`config.mk`:
```
export PLATFORM = sky130hd
export DESIGN_NAME = packed_field_unpacker_top
export DESIGN_NICKNAME = d
export VERILOG_FILES = /design/src/rtl/core/pfu_pkg.sv /design/src/rtl/core/pfu_front.sv /design/src/rtl/core/pfu_queue.sv /design/src/rtl/core/pfu_back.sv /design/src/rtl/core/packed_field_unpacker_top.sv
export VERILOG_INCLUDE_DIRS = /design/src /design/src/rtl/core
export SDC_FILE = /design/constraint.sdc
export NUM_CORES = 1
export LEC_CHECK = 0
export BUFFER_PORTS_ARGS = -buffer_cell sky130_fd_sc_hd__buf_2
export CORE_MARGIN = 3
export CORE_UTILIZATION = 54
export DETAILED_ROUTE_END_ITERATION = 7
export PLACE_DENSITY = 0.75
export SLEW_MARGIN = 20
export SYNTH_ARGS = -nofsm -noshare
export SYNTH_HDL_FRONTEND = slang
export SYNTH_SLANG_ARGS = --single-unit
```
`constraint.sdc`:
```
create_clock -name clk -period 11.5 [get_ports clk]
set_clock_uncertainty 0.15 [all_clocks]
set_input_delay 1.15 -clock clk [delete_from_list [all_inputs] [get_ports clk]]
set_output_delay 1.15 -clock clk [all_outputs]
set_load 0.02 [all_outputs]
```
`src/rtl/core/assert_macros.svh`:
```
// Assertion macros shared by the unpacker RTL.
// Expects clk and rst_n in the scope of the module that uses them.
`ifndef ASSERT_MACROS_SVH
`define ASSERT_MACROS_SVH

// property that must hold at every clock outside reset
`define PFU_ASSERT(lbl, prop, msg) \
  lbl: assert property (@(posedge clk) disable iff (!rst_n) prop) \
    else $error(msg);

// condition that must never be true outside reset
`define PFU_NEVER(lbl, expr, msg) \
  lbl: assert property (@(posedge clk) disable iff (!rst_n) !(expr)) \
    else $error(msg);

`endif

```
`src/rtl/core/pfu_pkg.sv`:
```
// Types and constants of the packed field unpacker.
// No dependencies; used by every module of the block.
package pfu_pkg;

  localparam int unsigned MAX_COLUMNS = 4;
  localparam int unsigned Q_DEPTH     = 2;
  localparam int unsigned Q_PTR_W     = $clog2(Q_DEPTH);

  typedef enum logic [1:0] {
    MODE_BIT1  = 2'd0,
    MODE_BIT2  = 2'd1,
    MODE_BIT4  = 2'd2,
    MODE_FIELD = 2'd3
  } mode_t;

  localparam logic [2:0] REG_MODE    = 3'd0;
  localparam logic [2:0] REG_COLCNT  = 3'd1;
  localparam logic [2:0] REG_WIDTH0  = 3'd2;
  localparam logic [2:0] REG_WIDTH1  = 3'd3;
  localparam logic [2:0] REG_WIDTH2  = 3'd4;
  localparam logic [2:0] REG_WIDTH3  = 3'd5;

  typedef struct packed {
    logic [7:0] in_byte;
    logic       end_of_buffer;
  } in_t;

  typedef struct packed {
    logic [63:0] value;
    logic [1:0]  column;
    logic        last_of_item;
  } out_t;

  // one classified byte, handed from front to back
  typedef struct packed {
    mode_t           mode;
    logic [7:0]      data;
    logic [1:0]      nzero;
    logic [2:0][1:0] zcol;
    logic            has_field;
    logic [63:0]     field_val;
    logic [1:0]      field_col;
  } job_t;

  typedef struct packed {
    logic full;
    logic empty;
  } q_stat_t;

endpackage

```
`src/rtl/core/pfu_front.sv`:
```
// Front end: configuration registers, field state and byte classification.
// Depends on pfu_pkg and assert_macros.svh.
`include "assert_macros.svh"
module pfu_front (
  input  logic             clk,
  input  logic             rst_n,
  input  logic             cfg_we,
  input  logic [2:0]       cfg_index,
  input  logic [3:0]       cfg_wdata,
  input  logic             in_valid,
  input  pfu_pkg::in_t     in_data,
  output logic             in_stall,
  input  pfu_pkg::q_stat_t q_stat,
  output logic             q_push,
  output pfu_pkg::job_t    q_job
);
  import pfu_pkg::*;

  mode_t       mode_r;
  logic [2:0]  colcnt_r;
  logic [3:0]  width0_r, width1_r, width2_r, width3_r;
  logic [63:0] partial_r;
  logic [2:0]  bt_r;
  logic [1:0]  col_r;

  logic        in_acc;
  logic [2:0]  cnt;
  logic [3:0]  nz;
  logic [3:0]  act;
  logic        any;
  logic [1:0]  c0, cur;
  logic [1:0]  nzero;
  logic [2:0][1:0] zcol;
  logic        stop;
  logic [3:0]  wraw, wcur, taken;
  logic        has_field;
  logic        need_push;
  logic        eob_acc;
  logic        state_clr;

  function automatic logic [1:0] col_next(logic [1:0] c, logic [2:0] n);
    logic [2:0] s;
    s = {1'b0, c} + 3'd1;
    return (s >= n) ? 2'd0 : s[1:0];
  endfunction

  assign in_acc   = in_valid && !in_stall;
  assign in_stall = q_stat.full;

  always_comb begin
    if (colcnt_r == 3'd0) cnt = 3'd1;
    else if (colcnt_r > 3'(MAX_COLUMNS)) cnt = 3'(MAX_COLUMNS);
    else cnt = colcnt_r;
    nz = {width3_r != 4'd0, width2_r != 4'd0, width1_r != 4'd0, width0_r != 4'd0};
    for (int i = 0; i < 4; i++) act[i] = (3'(i) < cnt);
    any = |(nz & act);
    c0  = ({1'b0, col_r} >= cnt) ? 2'd0 : col_r;

    // walk past zero-width columns; at most three when some width is nonzero
    cur   = c0;
    nzero = 2'd0;
    zcol  = '0;
    stop  = 1'b0;
    for (int i = 0; i < 3; i++) begin
      if (!stop && !nz[cur]) begin
        zcol[i] = cur;
        nzero   = nzero + 2'd1;
        cur     = col_next(cur, cnt);
      end else begin
        stop = 1'b1;
      end
    end

    case (cur)
      2'd0:    wraw = width0_r;
      2'd1:    wraw = width1_r;
      2'd2:    wraw = width2_r;
      default: wraw = width3_r;
    endcase
    wcur      = (wraw > 4'd8) ? 4'd8 : wraw;
    taken     = {1'b0, bt_r} + 4'd1;
    has_field = (taken >= wcur);

    if (mode_r != MODE_FIELD) need_push = 1'b1;
    else need_push = any && (nzero != 2'd0 || has_field);
  end

  assign q_push = in_acc && need_push;

  always_comb begin
    q_job.mode      = mode_r;
    q_job.data      = in_data.in_byte;
    q_job.nzero     = nzero;
    q_job.zcol      = zcol;
    q_job.has_field = has_field;
    q_job.field_val = {partial_r[55:0], in_data.in_byte};
    q_job.field_col = cur;
  end

  always_ff @(posedge clk) begin
    if (!rst_n) begin
      mode_r    <= MODE_FIELD;
      colcnt_r  <= 3'd3;
      width0_r  <= 4'd1;
      width1_r  <= 4'd2;
      width2_r  <= 4'd1;
      width3_r  <= 4'd0;
      partial_r <= '0;
      bt_r      <= '0;
      col_r     <= '0;
    end else begin
      if (cfg_we) begin
        case (cfg_index)
          REG_MODE:   mode_r   <= mode_t'(cfg_wdata[1:0]);
          REG_COLCNT: colcnt_r <= cfg_wdata[2:0];
          REG_WIDTH0: width0_r <= cfg_wdata;
          REG_WIDTH1: width1_r <= cfg_wdata;
          REG_WIDTH2: width2_r <= cfg_wdata;
          REG_WIDTH3: width3_r <= cfg_wdata;
          default: ;
        endcase
      end
      if (in_acc) begin
        if (in_data.end_of_buffer) begin
          partial_r <= '0;
          bt_r      <= '0;
          col_r     <= '0;
        end else if (mode_r == MODE_FIELD && any) begin
          if (has_field) begin
            partial_r <= '0;
            bt_r      <= '0;
            col_r     <= col_next(cur, cnt);
          end else begin
            partial_r <= {partial_r[55:0], in_data.in_byte};
            bt_r      <= taken[2:0];
            col_r     <= cur;
          end
        end
      end
    end
  end

  assign eob_acc   = in_acc && in_data.end_of_buffer;
  assign state_clr = (col_r == 2'd0) && (bt_r == 3'd0) && (partial_r == 64'd0);

  `PFU_ASSERT(a_eob_restart, eob_acc |=> state_clr, "field state kept after end of buffer")

endmodule

```
`src/rtl/core/pfu_queue.sv`:
```
// Short job queue between front and back end.
// Depends on pfu_pkg and assert_macros.svh.
`include "assert_macros.svh"
module pfu_queue (
  input  logic             clk,
  input  logic             rst_n,
  input  logic             push,
  input  pfu_pkg::job_t    push_job,
  input  logic             pop,
  output pfu_pkg::job_t    head_job,
  output pfu_pkg::q_stat_t q_stat
);
  import pfu_pkg::*;

  job_t                 mem_r [Q_DEPTH];
  logic [Q_PTR_W-1:0]   wr_ptr_r, rd_ptr_r;
  logic [Q_PTR_W:0]     cnt_r;

  assign q_stat.full  = (cnt_r == (Q_PTR_W+1)'(Q_DEPTH));
  assign q_stat.empty = (cnt_r == '0);
  assign head_job     = mem_r[rd_ptr_r];

  always_ff @(posedge clk) begin
    if (push) mem_r[wr_ptr_r] <= push_job;
  end

  always_ff @(posedge clk) begin
    if (!rst_n) begin
      wr_ptr_r <= '0;
      rd_ptr_r <= '0;
      cnt_r    <= '0;
    end else begin
      if (push) wr_ptr_r <= wr_ptr_r + 1'b1;
      if (pop)  rd_ptr_r <= rd_ptr_r + 1'b1;
      if (push && !pop) cnt_r <= cnt_r + 1'b1;
      else if (pop && !push) cnt_r <= cnt_r - 1'b1;
    end
  end

  `PFU_NEVER(a_no_overflow, push && q_stat.full, "push into full queue")
  `PFU_NEVER(a_no_underflow, pop && q_stat.empty, "pop from empty queue")

endmodule

```
`src/rtl/core/pfu_back.sv`:
```
// Back end: expands queued jobs into results, one per cycle unless stalled.
// Depends on pfu_pkg and assert_macros.svh.
`include "assert_macros.svh"
module pfu_back (
  input  logic             clk,
  input  logic             rst_n,
  input  pfu_pkg::job_t    head_job,
  input  pfu_pkg::q_stat_t q_stat,
  output logic             q_pop,
  output logic             out_valid,
  output pfu_pkg::out_t    out_data,
  input  logic             out_stall
);
  import pfu_pkg::*;

  logic [2:0] step_r;
  logic       out_valid_r;
  out_t       out_data_r;

  logic       out_free;
  logic       load;
  logic [2:0] last_idx;
  logic       last;
  logic [2:0] amt;
  logic [7:0] sh;
  out_t       res;

  assign out_free  = !out_valid_r || !out_stall;
  assign load      = out_free && !q_stat.empty;
  assign out_valid = out_valid_r;
  assign out_data  = out_data_r;

  always_comb begin
    unique case (head_job.mode)
      MODE_BIT1:  last_idx = 3'd7;
      MODE_BIT2:  last_idx = 3'd3;
      MODE_BIT4:  last_idx = 3'd1;
      MODE_FIELD: last_idx = {1'b0, head_job.nzero} + {2'b0, head_job.has_field} - 3'd1;
      default:    last_idx = 3'd0;
    endcase
    last = (step_r == last_idx);

    // samples come out most significant first: shift the consumed ones away
    amt = 3'(step_r << head_job.mode);
    sh  = head_job.data << amt;

    res.last_of_item = last;
    res.column       = 2'd0;
    res.value        = '0;
    unique case (head_job.mode)
      MODE_BIT1:  res.value = {63'd0, sh[7]};
      MODE_BIT2:  res.value = {62'd0, sh[7:6]};
      MODE_BIT4:  res.value = {60'd0, sh[7:4]};
      MODE_FIELD: begin
        if (step_r < {1'b0, head_job.nzero}) begin
          res.column = head_job.zcol[step_r[1:0]];
        end else begin
          res.value  = head_job.field_val;
          res.column = head_job.field_col;
        end
      end
      default: ;
    endcase
  end

  assign q_pop = load && last;

  always_ff @(posedge clk) begin
    if (load) out_data_r <= res;
  end

  always_ff @(posedge clk) begin
    if (!rst_n) begin
      out_valid_r <= 1'b0;
      step_r      <= '0;
    end else begin
      if (out_free) out_valid_r <= !q_stat.empty;
      if (load) step_r <= last ? 3'd0 : step_r + 3'd1;
    end
  end

  `PFU_ASSERT(a_pop_last, q_pop |=> out_valid && out_data.last_of_item, "job retired without last result")
  `PFU_NEVER(a_step_range, !q_stat.empty && step_r > last_idx, "result step beyond job length")

endmodule

```
`src/rtl/core/packed_field_unpacker_top.sv`:
```
// Packed field unpacker, top level.
// Channels: in_valid/in_stall/in_data carry one byte transaction (byte plus
//   end_of_buffer mark); out_valid/out_stall/out_data carry one unpacked value
//   with its column and a last_of_item flag on the final result of a byte.
// Configuration: cfg_we/cfg_index/cfg_wdata write mode, column count and the
//   four column widths; write only while the block is idle.
// Path: an accepted byte's job is written into the queue, its first result
//   then into the output register; later while earlier results are queued.
// Throughput: the back end gives one result per cycle unless stalled, and
//   a byte yields 1 to 8 results (8 in one-bit mode, 4 two-bit, 2 four-bit,
//   1 to 4 in field mode). A byte that yields no result is not queued.
// The front end takes a byte whenever the two-entry job queue has room, so
//   input keeps flowing while a result waits in the output register.
// Reset (rst_n low, synchronous) restores the register defaults (field mode,
//   three columns of 1, 2, 1 bytes), clears the field state and empties queue
//   and output. When out_stall is high the output holds; the queue then fills
//   and in_stall rises.
// Depends on pfu_pkg, pfu_front, pfu_queue and pfu_back.
module packed_field_unpacker_top (
  input  logic           clk,
  input  logic           rst_n,
  input  logic           cfg_we,
  input  logic [2:0]     cfg_index,
  input  logic [3:0]     cfg_wdata,
  input  logic           in_valid,
  input  pfu_pkg::in_t   in_data,
  output logic           in_stall,
  output logic           out_valid,
  output pfu_pkg::out_t  out_data,
  input  logic           out_stall
);
  import pfu_pkg::*;

  q_stat_t q_stat;
  logic    q_push, q_pop;
  job_t    push_job, head_job;

  pfu_front u_front (
    .clk       (clk),
    .rst_n     (rst_n),
    .cfg_we    (cfg_we),
    .cfg_index (cfg_index),
    .cfg_wdata (cfg_wdata),
    .in_valid  (in_valid),
    .in_data   (in_data),
    .in_stall  (in_stall),
    .q_stat    (q_stat),
    .q_push    (q_push),
    .q_job     (push_job)
  );

  pfu_queue u_queue (
    .clk      (clk),
    .rst_n    (rst_n),
    .push     (q_push),
    .push_job (push_job),
    .pop      (q_pop),
    .head_job (head_job),
    .q_stat   (q_stat)
  );

  pfu_back u_back (
    .clk       (clk),
    .rst_n     (rst_n),
    .head_job  (head_job),
    .q_stat    (q_stat),
    .q_pop     (q_pop),
    .out_valid (out_valid),
    .out_data  (out_data),
    .out_stall (out_stall)
  );

endmodule
```
**Word-level counts from Yosys, hierarchy flattened**

Memory sizes are Yosys's and may differ from the RTL's. A register that Yosys moved wholly into a read port is not among the register bits.
Cells that the tools add are included.

- Memories kept: 1
- Logic and storage cells: 157
- Bits in registers: 157
- Output and inout port bits: 69
- Input port bits: 21
- Memory bits (writable): 170

- Equality and inequality tests: 14
- Shift-type cells: 2
- Multiplexer cells: 49
- $lt $le $gt $ge: 17
- Reduce and logical (&&, ||, !) cells: 42
- Bitwise operators: 1
- Add/subtract/negate cells: 14

Memory list:

| name | words | bits a word | read ports | clocked after memory_dff | wr ports | line | RTL |
|---|---|---|---|---|---|---|---|
| u_queue.mem_r | 2 | 85 | 1 | 1 | 1 | pfu_queue.sv:15 | `job_t mem_r [Q_DEPTH];` |

Operators by type and width:

| operator | count |
|---|---|
| one-hot mux 64 bit (4 select lines) | 1 |
| two-way mux 56 bit | 3 |
| two-way mux 64 bit | 1 |
| two-way mux 2 bit | 20 |
| two-way mux 3 bit | 6 |
| nonzero test 4 bit | 4 |
| AND reduction 2 bit | 7 |
| adder 2 x 1 -> 3 bit (second input constant) | 4 |
| >= comparator 3 bit | 4 |
| less-than comparator 2 x 3 -> 1 bit (second input constant) | 4 |
| one-hot mux 3 bit (4 select lines) | 1 |
| one-hot mux 4 bit (3 select lines) | 1 |
| two-way mux 1 bit | 11 |
| == test 2 bit (second input constant) | 5 |
| logical AND 1 bit | 10 |
| logical NOT 1 bit | 10 |
| << shifter 8 x 3 -> 8 bit | 1 |
| binary-select mux 1 bit (select 2 bit) | 3 |
| == test 3 x 2 -> 1 bit (second input constant) | 2 |
| == test 3 bit (second input constant) | 2 |
| logical NOT 2 bit | 3 |
| logical NOT 3 bit | 2 |
| less-than comparator 1 x 3 -> 1 bit (first input constant) | 2 |
| less-than comparator 2 x 3 -> 1 bit (first input constant) | 2 |
| other kinds (24) | 30 |

**Logic depth before layout (Yosys ltp)**

- Word-level depth: 32
- Depth in mapped cells: 45
- Gate-level depth less buffers: 44

**Modules after synthesis**

A second synthesis with hierarchy kept.

- Cells, all modules: 999
- Area, all modules: 13968.4 um^2

By module, submodules not included:

| module | sequential area each (um^2) | instances | cells an instance | area each (um^2) |
|---|---|---|---|---|
| pfu_queue | 5205.0 | 1 | 286 | 6357.3 |
| pfu_front | 1641.6 | 1 | 460 | 4319.1 |
| pfu_back | 2092.0 | 1 | 253 | 3291.9 |

**Worst setup path before layout**

Ideal clock, no wire load.

- Path type: register to register
- Start: reg u_front.colcnt_r[0]
- End: mem u_queue.mem_r[0][0] (netlist name), enable pin
- Stages on the path, launching flop included: 42
- Slack: 0.208 ns
- Arrival time: 10.627 ns
- Buffers on the path: 1
- Path through: dfxtp_1 inv_1 a21oi_1 ha_1 nor2b_1 o21a_1 buf_2 and2_1 ha_1 ha_1 nand2_1 o21ai_0 a311oi_1 o221ai_1 inv_1 ha_1 ha_1 a21o_1 (+6 left out) a21o_1 a21oi_1 nor3b_2 nor2_1 inv_1 ha_1 inv_1 nand2_1 o21ai_0 and2_1 ha_1 nand2b_1 a21o_1 a21o_1 a21oi_1 a21oi_1 o21ai_0 nor2_1

RTL lines:

| item | line | RTL |
|---|---|---|
| start: declaration | pfu_front.sv:20 | `logic [2:0] colcnt_r;` |
| start signal: assignment | pfu_front.sv:115 | `REG_COLCNT: colcnt_r <= cfg_wdata[2:0];` |
| end: declaration | pfu_queue.sv:15 |  |

**Final worst setup path**

- Start: reg u_front.colcnt_r[2]
- End: reg u_queue.cnt_r[1]

- Word-level cells in the longest chain between the ends: 31
- Elaborated cells between the ends (all ways): 60
- Those cells by class: add/sub: 5; order compare: 11; eq/ne: 2; mux: 24; bitwise: 1; reduce/logical: 17

Ends and longest elaborated chain:

| item | line | RTL |
|---|---|---|
| greater-than comparator 3 bit | pfu_front.sv:52 | `else if (colcnt_r > 3'(MAX_COLUMNS)) cnt = 3'(MAX_COLUMNS);` |
| two-way mux 3 bit | pfu_front.sv:52 |  |
| two-way mux 3 bit (*) | pfu_front.sv:51 | `if (colcnt_r == 3'd0) cnt = 3'd1;` |
| parallel branches: the longest is 22 deep, another holds >= comparator 2 x 3 -> 1 bit | - |  |
| logical AND 1 bit (*) | pfu_front.sv:85 | `else need_push = any && (nzero != 2'd0 \|\| has_field);` |
| two-way mux 1 bit (*) | pfu_front.sv:84 | `if (mode_r != MODE_FIELD) need_push = 1'b1;` |
| logical AND 1 bit (*) | pfu_front.sv:88 | `assign q_push = in_acc && need_push;` |
| net q_push | packed_field_unpacker_top.sv:35 | `logic q_push, q_pop;` |
| logical NOT 1 bit | pfu_queue.sv:36 | `else if (pop && !push) cnt_r <= cnt_r - 1'b1;` |
| logical AND 1 bit | pfu_queue.sv:36 |  |
| nonzero test 2 bit (no source line) | - |  |
| end signal: assignment | pfu_queue.sv:35 | `if (push && !pop) cnt_r <= cnt_r + 1'b1;` |
| end signal: assignment | pfu_queue.sv:36 |  |
| end: declaration | pfu_queue.sv:17 | `logic [Q_PTR_W:0] cnt_r;` |

Mark *: on every way through the listed nets, which the timed path passes. The select of a mux whose other input is x is not followed.
A chain may end at the register's enable or synchronous reset.

==> results.json <==
{
  "peak_vdd_ir_mv": 0.157,
  "synth.ff_latch_count": 312,
  "reg2reg_from": "u_front.colcnt_r[2]",
  "cell_count_after_synthesis": 935,
  "most_repeated_library_cell_on_the_critical_path": "sky130_fd_sc_hd__ha_1",
  "port_buffers": 89,
  "rel_slew_slack_pct": 28.5,
  "grt_setup_unrepaired": "false",
  "internal-power_mw": 2.74,
  "finalWeightedCongestion": 0.872,
  "worst_hold_launch": "u_front.partial_r[49]",
  "postRouteWirelength_mm": 24.4,
  "placementRows": 55,
  "pwr-share-clk_pct": 23.6,
  "antenna_found_initial": 0,
  "fp.coreArea_um2": 23000,
  "drive_gt1_share_pct": 16.5,
  "clockBufferDepth": 3,
  "final_net_count": 1072,
  "route.antenna.remaining_nets": 0,
  "initial_utilization_pct": 55.7,
  "worst_hold_path_ep": "u_queue.mem_r[0][59]",
  "power.share.switching_pct": 34.3,
  "clock_sink_count": 312,
  "achievable-frequency_mhz": 95.2,
  "antenna-diode-count": 0,
  "fraction_of_synthesized_cell_area_taken_by_the_top_area_cell_type_pct": 51.8,
  "fp.dieArea_um2": 25600,
  "yosysSeqAreaShare_pct": 66.1,
  "reg_area_um2": 8460,
  "timing.final.setup_violations": 0,
  "clk_transition_reported_paths_ns": 0.06,
  "area_delta_synth_final_pct": 14.1,
  "comb_power_share_pct": 33.3,
  "power.sequential.fraction_pct": 43.1,
  "via_count_of_the_first_global_routing_pass": 7329,
  "final.fill_count": 1785,
  "layout_min_cycle_time_ns": 10.51,
  "grt_overflow": 0,
  "htree_levels": 1,
  "drcViolationCount": 0,
  "post_synth_main_area_contributors": "sky130_fd_sc_hd__edfxtp_1 52%, sky130_fd_sc_hd__dfxtp_1 14%, sky130_fd_sc_hd__mux2i_1 8.3%",
  "final_max_slew_viol_count": 0,
  "dp_hpwl_mm": 15.1,
  "synth_cell_types": 57,
  "synth_top_cell_by_area": "sky130_fd_sc_hd__edfxtp_1",
  "synthesis.nets": 987,
  "r2r-end": "u_queue.cnt_r[1]",
  "period_utilisation_layout_pct": 91.4,
  "synth_edf_count": 221,
  "fin_area_um2": 14600,
  "ys.warnings.count": 0,
  "clock_insertion_delay_worst_skew_ns": 0.55,
  "cts.repair.resized": 0,
  "worstHoldPathType": "register to register",
  "die-width_um": 160,
  "total_switching_power_mw": 1.43,
  "detailedRoute.firstIterationViolations": 557,
  "reg2regPathDepth": 42,
  "post_cts_hold_buffer_count": 0,
  "placed_area_um2": 13600,
  "post_synth_most_frequent_cells": "221 x sky130_fd_sc_hd__edfxtp_1, 106 x sky130_fd_sc_hd__mux2i_1, 91 x sky130_fd_sc_hd__dfxtp_1",
  "max_cap_violations": 0,
  "die-height_um": 160,
  "power.leakage_nw": 5.17,
  "timing.critical_path.fanout_max": 11,
  "io-pin-count": 90,
  "final-hold-violation-count": 0,
  "power.density_cell_area_nw_per_um2": 286,
  "result_of_the_run": "finished clean",
  "worst_pin_slew_ns": 1.07,
  "post_synth_instance_area_um2": 12800,
  "grt_max_degree": 81,
  "avgRoutedWirePerCell_um": 17.9,
  "critPathLaunchType": "register",
  "grt_first_pass_wirelength_mm": 39.0,
  "post_cts.repair.setup_buffers": 0,
  "multiInputGateArea_um2": 4160,
  "async_flop_share_pct": 0,
  "route.vias.total": 7549,
  "cts_root_buf": "sky130_fd_sc_hd__clkbuf_16",
  "cp-end-kind": "register",
  "detailedRoute.firstPassIterationCount": 8,
  "fin_util_pct": 63.5,
  "fin_tns_setup_ns": 0,
  "timing.hold.worst_path_depth": 0,
  "detailed_route_vias_per_instance": 5.56,
  "max_stage_delay_ns": 0.58,
  "cp_data_arrival_time_ns": 10.83,
  "cts_buf_count": 31,
  "tritoncts": "built",
  "critical_path.slowest_cell": "sky130_fd_sc_hd__o21ai_0",
  "postSynth.topFlopCell": "sky130_fd_sc_hd__edfxtp_1",
  "rrSetupSlack_ns": 0.99,
  "worstSetupPathType": "register to register",
  "yosysMostFrequentCell": "sky130_fd_sc_hd__edfxtp_1",
  "globalRouteTotalUtil_pct": 18.6,
  "syn-mean-instance-area_um2": 13.7,
  "data_required_critical_path_ns": 11.82
}
-- power groups by stage --
stage          Clock (mW)  Combinational [mW]  Sequential [mW]
6_report            0.986                1.39             1.80
5_1_grt              1.05                1.52             1.84
4_1_cts              1.00                1.40             1.80
3_5_place_dp            0                1.39             1.82
3_3_place_gp            0                1.37             1.81
2_1_floorplan           0               0.866             1.96
-- layer usage --
metal,wire (um),global-route usage [%]
met1,11200,26.3
met3,1240,3.04
met5,0,0
met4,478,4.22
met2,11500,30.8
-- critical path, delay by kind of cell (launching register included) --
kind | cells | cell delay, ns
buf+inv | 3 | 0.48
fa+ha+maj | 10 | 2.97
flops | 1 | 0.36
simple gates | 11 | 1.93
compound gates | 18 | 4.53
-- area by class of cell --
cell class,instances,share of cell area (%)
well taps,313,2.68
inverters,14,0.360
flip-flops and latches,312,57.9
clock inverters,15,1.17
repair buffers,99,3.65
clock buffers,43,5.76
multi-input cells,562,28.5
-- cell families after synthesis --
kind of cell / after synthesis / share of synthesized area, %
adders and majority gates: 31 / 3.03
and+or+nand+nor: 267 / 10.8
muxes: 119 / 10.2
xor gates and xnor gates: 7 / 0.479
buffers and inverters: 61 / 1.81
AOI/OAI and AO/OA: 138 / 7.62
DFF: 312 / 66.1
-- registers in the layout, indices dropped and copies added (netlist names), 4 cells and up, named ones only --
register,flops
u_front.width1_r,4
u_front.partial_r,56
u_front.width0_r,4
u_front.width2_r,4
u_back.out_data,67
u_front.width3_r,4
u_queue.mem_r,154
-- per-stage QoR --
step           hold slack, ns  setup WS [ns]  std cells  power (mW)
3_5_place_dp            0.290           1.11       1300        3.21
6_report                0.305          0.993       1358        4.17
4_1_cts                 0.305           1.01       1358        4.21
2_1_floorplan           0.276          0.208        935        2.83
5_1_grt                 0.320          0.243       1358        4.41
3_3_place_gp            0.282           1.35       1300        3.18
-- how the worst max path moves through the flow --
stage	start	endpoint	slack, ns
4_1_cts	u_front.colcnt_r[2]	u_queue.cnt_r[1]	1.01
2_1_floorplan	u_front.colcnt_r[0]	u_queue.mem_r[0][0]	0.21
6_report	u_front.colcnt_r[2]	u_queue.cnt_r[1]	0.99
3_5_place_dp	u_front.colcnt_r[2]	u_queue.cnt_r[1]	1.11
3_3_place_gp	u_front.colcnt_r[2]	u_queue.cnt_r[1]	1.35
5_1_grt	u_front.colcnt_r[2]	u_queue.cnt_r[1]	0.24
-- cells in the final DEF (no fill, tap or decap), types with 4 or more instances in the layout --
cell type	n
sky130_fd_sc_hd__nand3_1	7
sky130_fd_sc_hd__clkbuf_1	10
sky130_fd_sc_hd__nor4_1	4
sky130_fd_sc_hd__a21o_1	7
sky130_fd_sc_hd__clkinv_2	7
sky130_fd_sc_hd__and2_1	12
sky130_fd_sc_hd__nor3_1	7
sky130_fd_sc_hd__edfxtp_1	221
sky130_fd_sc_hd__o21ai_0	13
sky130_fd_sc_hd__o21a_1	4
sky130_fd_sc_hd__dfxtp_1	90
sky130_fd_sc_hd__a22oi_1	58
sky130_fd_sc_hd__nor2_1	82
sky130_fd_sc_hd__mux2_2	4
sky130_fd_sc_hd__nand2b_1	8
sky130_fd_sc_hd__clkbuf_16	31
sky130_fd_sc_hd__and3_1	4
sky130_fd_sc_hd__inv_1	14
sky130_fd_sc_hd__buf_2	89
sky130_fd_sc_hd__ha_1	31
sky130_fd_sc_hd__a21oi_1	21
sky130_fd_sc_hd__a211oi_1	7
sky130_fd_sc_hd__mux4_2	7
sky130_fd_sc_hd__mux2i_1	106
sky130_fd_sc_hd__a222oi_1	4
sky130_fd_sc_hd__nor2b_1	85
sky130_fd_sc_hd__xnor2_1	4
sky130_fd_sc_hd__nand2_1	38
sky130_fd_sc_hd__buf_4	9
(Power assumes the default switching activity.)
